<file path="config.mk">
export PLATFORM = sky130hd
export DESIGN_NAME = rlgm_ram
export DESIGN_NICKNAME = d
export VERILOG_FILES = /design/src/sv/rlgm_ram.sv
export SDC_FILE = /design/constraint.sdc
export NUM_CORES = 1
export LEC_CHECK = 0
export BUFFER_PORTS_ARGS = -buffer_cell sky130_fd_sc_hd__buf_4
export CAP_MARGIN = 15
export CORE_ASPECT_RATIO = 0.6
export CORE_MARGIN = 4
export CORE_UTILIZATION = 55
export CTS_CLUSTER_DIAMETER = 120
export DETAILED_ROUTE_END_ITERATION = 6
export PLACE_DENSITY = 0.81
export SETUP_SLACK_MARGIN = 0.4
export SLEW_MARGIN = 30
export SYNTH_ARGS = -nofsm -noshare
export SYNTH_HDL_FRONTEND = slang
export SYNTH_SLANG_ARGS = --single-unit
</file>
<file path="constraint.sdc">
create_clock -name clk -period 7.2 [get_ports clk]
set_clock_uncertainty 0.2 [all_clocks]
set_input_delay 2.16 -clock clk [delete_from_list [all_inputs] [get_ports clk]]
set_output_delay 2.16 -clock clk [all_outputs]
set_load 0.01 [all_outputs]
</file>
<file path="src/sv/rlgm_ram.sv">
`default_nettype none
module rlgm_ram #(
	parameter int WIDTH = 8,
	parameter int DEPTH = 16
) (
	input  wire logic                                      clk,
	input  wire logic                                      we,
	input  wire logic [((DEPTH > 1) ? $clog2(DEPTH) : 1)-1:0] waddr,
	input  wire logic [WIDTH-1:0]                          wdata,
	input  wire logic [((DEPTH > 1) ? $clog2(DEPTH) : 1)-1:0] raddr,
	output logic      [WIDTH-1:0]                          rdata
);

	logic [WIDTH-1:0] mem_q [DEPTH];

	always_ff @(posedge clk) begin
		if (we) begin
			mem_q[waddr] <= wdata;
		end
		rdata <= mem_q[raddr];
	end

endmodule
`default_nettype wire
</file>
## After elaboration in Yosys (flattened, before gate mapping)

Memories as Yosys holds them, arrays and structs flattened. A register that Yosys moved wholly into a read port is not among the register bits.
Index checks and enable logic that the tools add are counted.

- Register bits: 0
- Memory bits (writable): 128
- Input bits: 18
- Output and inout port bits: 8
- Memories kept: 1

Memories:

| name | depth | width | rd ports | clocked after memory_dff | wr ports | RTL line | text |
|---|---|---|---|---|---|---|---|
| mem_q | 16 | 8 | 1 | 1 | 1 | 14 | `logic [WIDTH-1:0] mem_q [DEPTH];` |

- Muxes and demuxes: 2

Operators by type and width:

| operator | number |
|---|---|
| $mux 1 | 2 |

## Depth between registers and ports, before layout

- Word-level depth: 2
- Depth in mapped cells: 5
- Gate-level depth less buffers: 3

## Worst setup path before layout

No wires, ideal clock.

- Path kind: input -> register
- Start point: input port waddr[2] (netlist bit)
- End point: memory mem_q[0][0], enable pin
- Library setup time: 0.383 ns
- Data arrival time: 3.270 ns
- Required time: 6.617 ns
- Setup slack: 3.347 ns
- Stages on the path: 2
- Buffers on the path: 0
- Cell sequence: or3b_2 nor3_1

RTL lines:

| item | RTL line | text |
|---|---|---|
| from (decl) | 8 | `input wire logic [((DEPTH > 1) ? $clog2(DEPTH) : 1)-1:0] waddr,` |
| to (decl) | 14 |  |

No word-level cell before the write port.

## Final worst setup path

- Start point: input port waddr[2] (netlist bit)
- End point: memory mem_q[3][5], enable pin

No word-level cell before the write port.

==> summary.txt <==
STA
  – Final Max Slew Viols: 0
  – Setup tns final: 0 ns
  – Worst-margin pin slew: 0.9366 ns
  – Crit path time final: 3.601 ns
  – Final worst-path cycle share: 50.01%
  – Unrepaired setup endpoints after global routing: false
  – Slew margin rel.: 37.33%
  – Worst setup margin: 3.599 ns
  – Count of final hold-check violations: 0
  – Fmax: 277.7 MHz
  – Final setup vio count: 0

Finish
  – ANT cells: 0
  – Final core area utilization: 65.70%
  – Post-route design area: 6015 um^2
  – Fillers: 603
  – Layout area overhead: 16.84%
  – Post-layout nets: 283
  – Share of cells above drive strength 1: 28.78%

Place
  – Hpwl dp: 5.839 mm
  – Dpl ws: 2.991 ns
  – Post-DP Area: 5431 um^2
  – Count of input and output buffers: 25
  – GPL Wtd Cong: 0.8566

Logic synthesis
  – Ys async rst share: 0%
  – Syn avg cell area: 22.48 um^2
  – Main combinational cell family by area after synthesis: multiplexers
  – Part of the Yosys area used for sequential elements: 77.78%
  – Post-synthesis adder-cell area fraction: 0%
  – Synth Area in XOR/XNOR: 0%
  – Syn Inst Count: 229
  – Share of the synthesized area in the top cell type: 74.67%
  – #FFs+latches synth: 136
  – Largest area contributor in the netlist: edfxtp_1
  – Multiplexer share of the synthesized area: 15.02%
  – Synth Flop Type: edfxtp_1
  – Yosys warns: 0
  – Count leader, synth: edfxtp_1
  – Syn Std Cell Area: 5147 um^2
  – Distinct cells, synth: 19
  – Syn Nets: 247
  – Post-synth EDFFs: 128
  – Top post-synthesis cells by area: edfxtp_1, mux4_2, mux4_1, dfxtp_1, a22oi_1
  – Simple-Gate Fraction of Synth Area: 3.184%
  – Most instantiated cells after synthesis: edfxtp_1, mux4_2, a22oi_1
  – Complex-gate fraction of the synthesized area: 2.333%

GRT
  – GR Overflow Total: 0
  – All-layer global routing usage: 18.78%
  – First-pass GRT wire length: 14.90 mm
  – Largest net degree at the start of global routing: 33
  – Met1 Resource Use GR: 27.88%
  – Met2 Track Usage GR: 26.98%
  – Top Usage Layer GRT: met1
  – Initial antenna violation count: 0
  – Vias in the first global route: 2437
  – Met3 track demand over resource: 5.387%

Setup path
  – Setup Crit Path Kind: input pin to flip-flop
  – Worst path slowest cell: nor2_1
  – Type of origin of the critical path: input pin
  – Critical path buffer and inverter count: 1
  – CP Capture Type: flip-flop
  – Largest delay share family, worst path: simple AND/OR/NAND/NOR gates
  – CP Cell Sequence: buf_4 > or3b_2 > nor2_1
  – Critical path arrival: 3.44 ns
  – CP Max Fanout: 8
  – Critical path data required time: 7.04 ns
  – Slowest Stage Delay on Critical Path: 0.64 ns

Clock network
  – Max Buffers Root-to-Sink: 2
  – Post-CTS Setup Bufs: 0
  – H-tree levels: 4
  – Clk_lat worst skew: 0.42 ns
  – PostCTS Resize Cnt: 0
  – Num CTS Buffers: 17
  – Hold-fix buffers, CTS: 0
  – Clk root buf: clkbuf_16
  – Clk slew on worst S/H paths: 0.05 ns
  – CTS tree: built
  – Sink Count: 136

Route
  – Final antenna-violating net count: 0
  – Via-to-Cell Ratio: 5.836
  – Drt total wl: 9.566 mm
  – Residual DRC: 0
  – DR vias: 2381
  – WL per Instance: 23.45 um
  – Iteration-0 DRC Markers: 237
  – Drt first pass iters: 5

Floorplan
  – Starting Density: 56.23%
  – Ports: 26
  – Chip height: 82.94 um
  – FP Rows: 27
  – Die ar.: 11020 um^2
  – Die Wd: 132.9 um
  – CORE AREA: 9155 um^2

Pwr
  – VDD IR max: 191.7 uV
  – Pwr/cell area: 299.4 nW/um^2
  – Leak pwr: 0.002007 uW

Run status
  – Status: finished clean

Flow run
  – Max_cap viols: 0

Min path
  – Class of the worst hold path: flip-flop to flip-flop
## report_power, final
group	total, uW	internal (uW)	switching [uW]
registers	891	886	5.07
clock network	825	516	309
logic	84.8	37.1	47.7
total	1800	1440	362
## cell usage in the layout, fill, tap and decap left out
cell type | netlist | final
clkbuf_8 | 0 | 1
and2_1 | 1 | 1
nor2_2 | 0 | 2
clkbuf_1 | 0 | 2
clkinv_4 | 0 | 2
clkinv_2 | 0 | 5
clkinvlp_4 | 0 | 2
buf_4 | 1 | 27
nor2_1 | 13 | 11
nand3_1 | 1 | 1
inv_6 | 0 | 1
nand2_1 | 9 | 9
mux4_2 | 18 | 18
nor3_1 | 4 | 2
and2b_1 | 1 | 1
edfxtp_1 | 128 | 128
nand2b_1 | 2 | 2
a22oi_1 | 16 | 16
nand3b_1 | 2 | 2
or3b_2 | 1 | 1
clkbuf_16 | 0 | 17
nor2b_1 | 1 | 1
mux4_1 | 14 | 14
nor3_2 | 0 | 2
dfxtp_1 | 8 | 8
bufinv_16 | 0 | 2
## worst reg2reg max path, cell delays in order, from the launching register on
cell and delay [ns]:
edfxtp_1 0.38, mux4_2 0.50, a22oi_1 0.25, nand2_1 0.12
## sequential cells by signal (all words and copies together), names as in the netlist
signal and flops:
rdata 8, mem_q 128
## metal layers
layer	part of all wire [%]	vias up
met1	47	1233
met4	0.88	0
met5	0	-
met3	6.3	10
li1	-	1050
met2	46	88
## through the flow
step | hold slack (ns) | total power, uW | cells
floorplan | 0.4293 | 952.8 | 229
global placement | 0.4663 | 987.3 | 376
detailed placement | 0.4720 | 991.0 | 376
CTS | 0.4929 | 1812 | 408
global route | 0.5263 | 1858 | 408
finish | 0.4843 | 1801 | 408
## worst paths after layout
check / start / end / slack [ns] / cells past startpoint
setup / recovery: waddr[2] / mem_q[3][5] / 3.60 / 3
hold / removal: mem_q[15][0] / rdata[0] / 0.48 / 3
setup reg to reg: mem_q[7][6] / rdata[6] / 5.63 / 3
hold reg to reg: mem_q[15][0] / rdata[0] / 0.48 / 3
## logic make-up after synthesis
| group | count (synthesis) |
|---|---|
| DFF | 136 |
| AOI/OAI and AO/OA | 16 |
| buffers and inverters | 10 |
| muxes | 32 |
| and+or+nand+nor | 35 |
## cell type report
type	instances	area [um^2]	share of cell area (%)
repair buffers	27	202.7	3.370
clock inverters	12	126.4	2.101
well taps	130	162.7	2.704
multi-input cells	83	1072	17.83
clock buffers	20	446.7	7.427
flip-flops and latches	136	4004	66.57
Power figures use the tool's default switching activity.
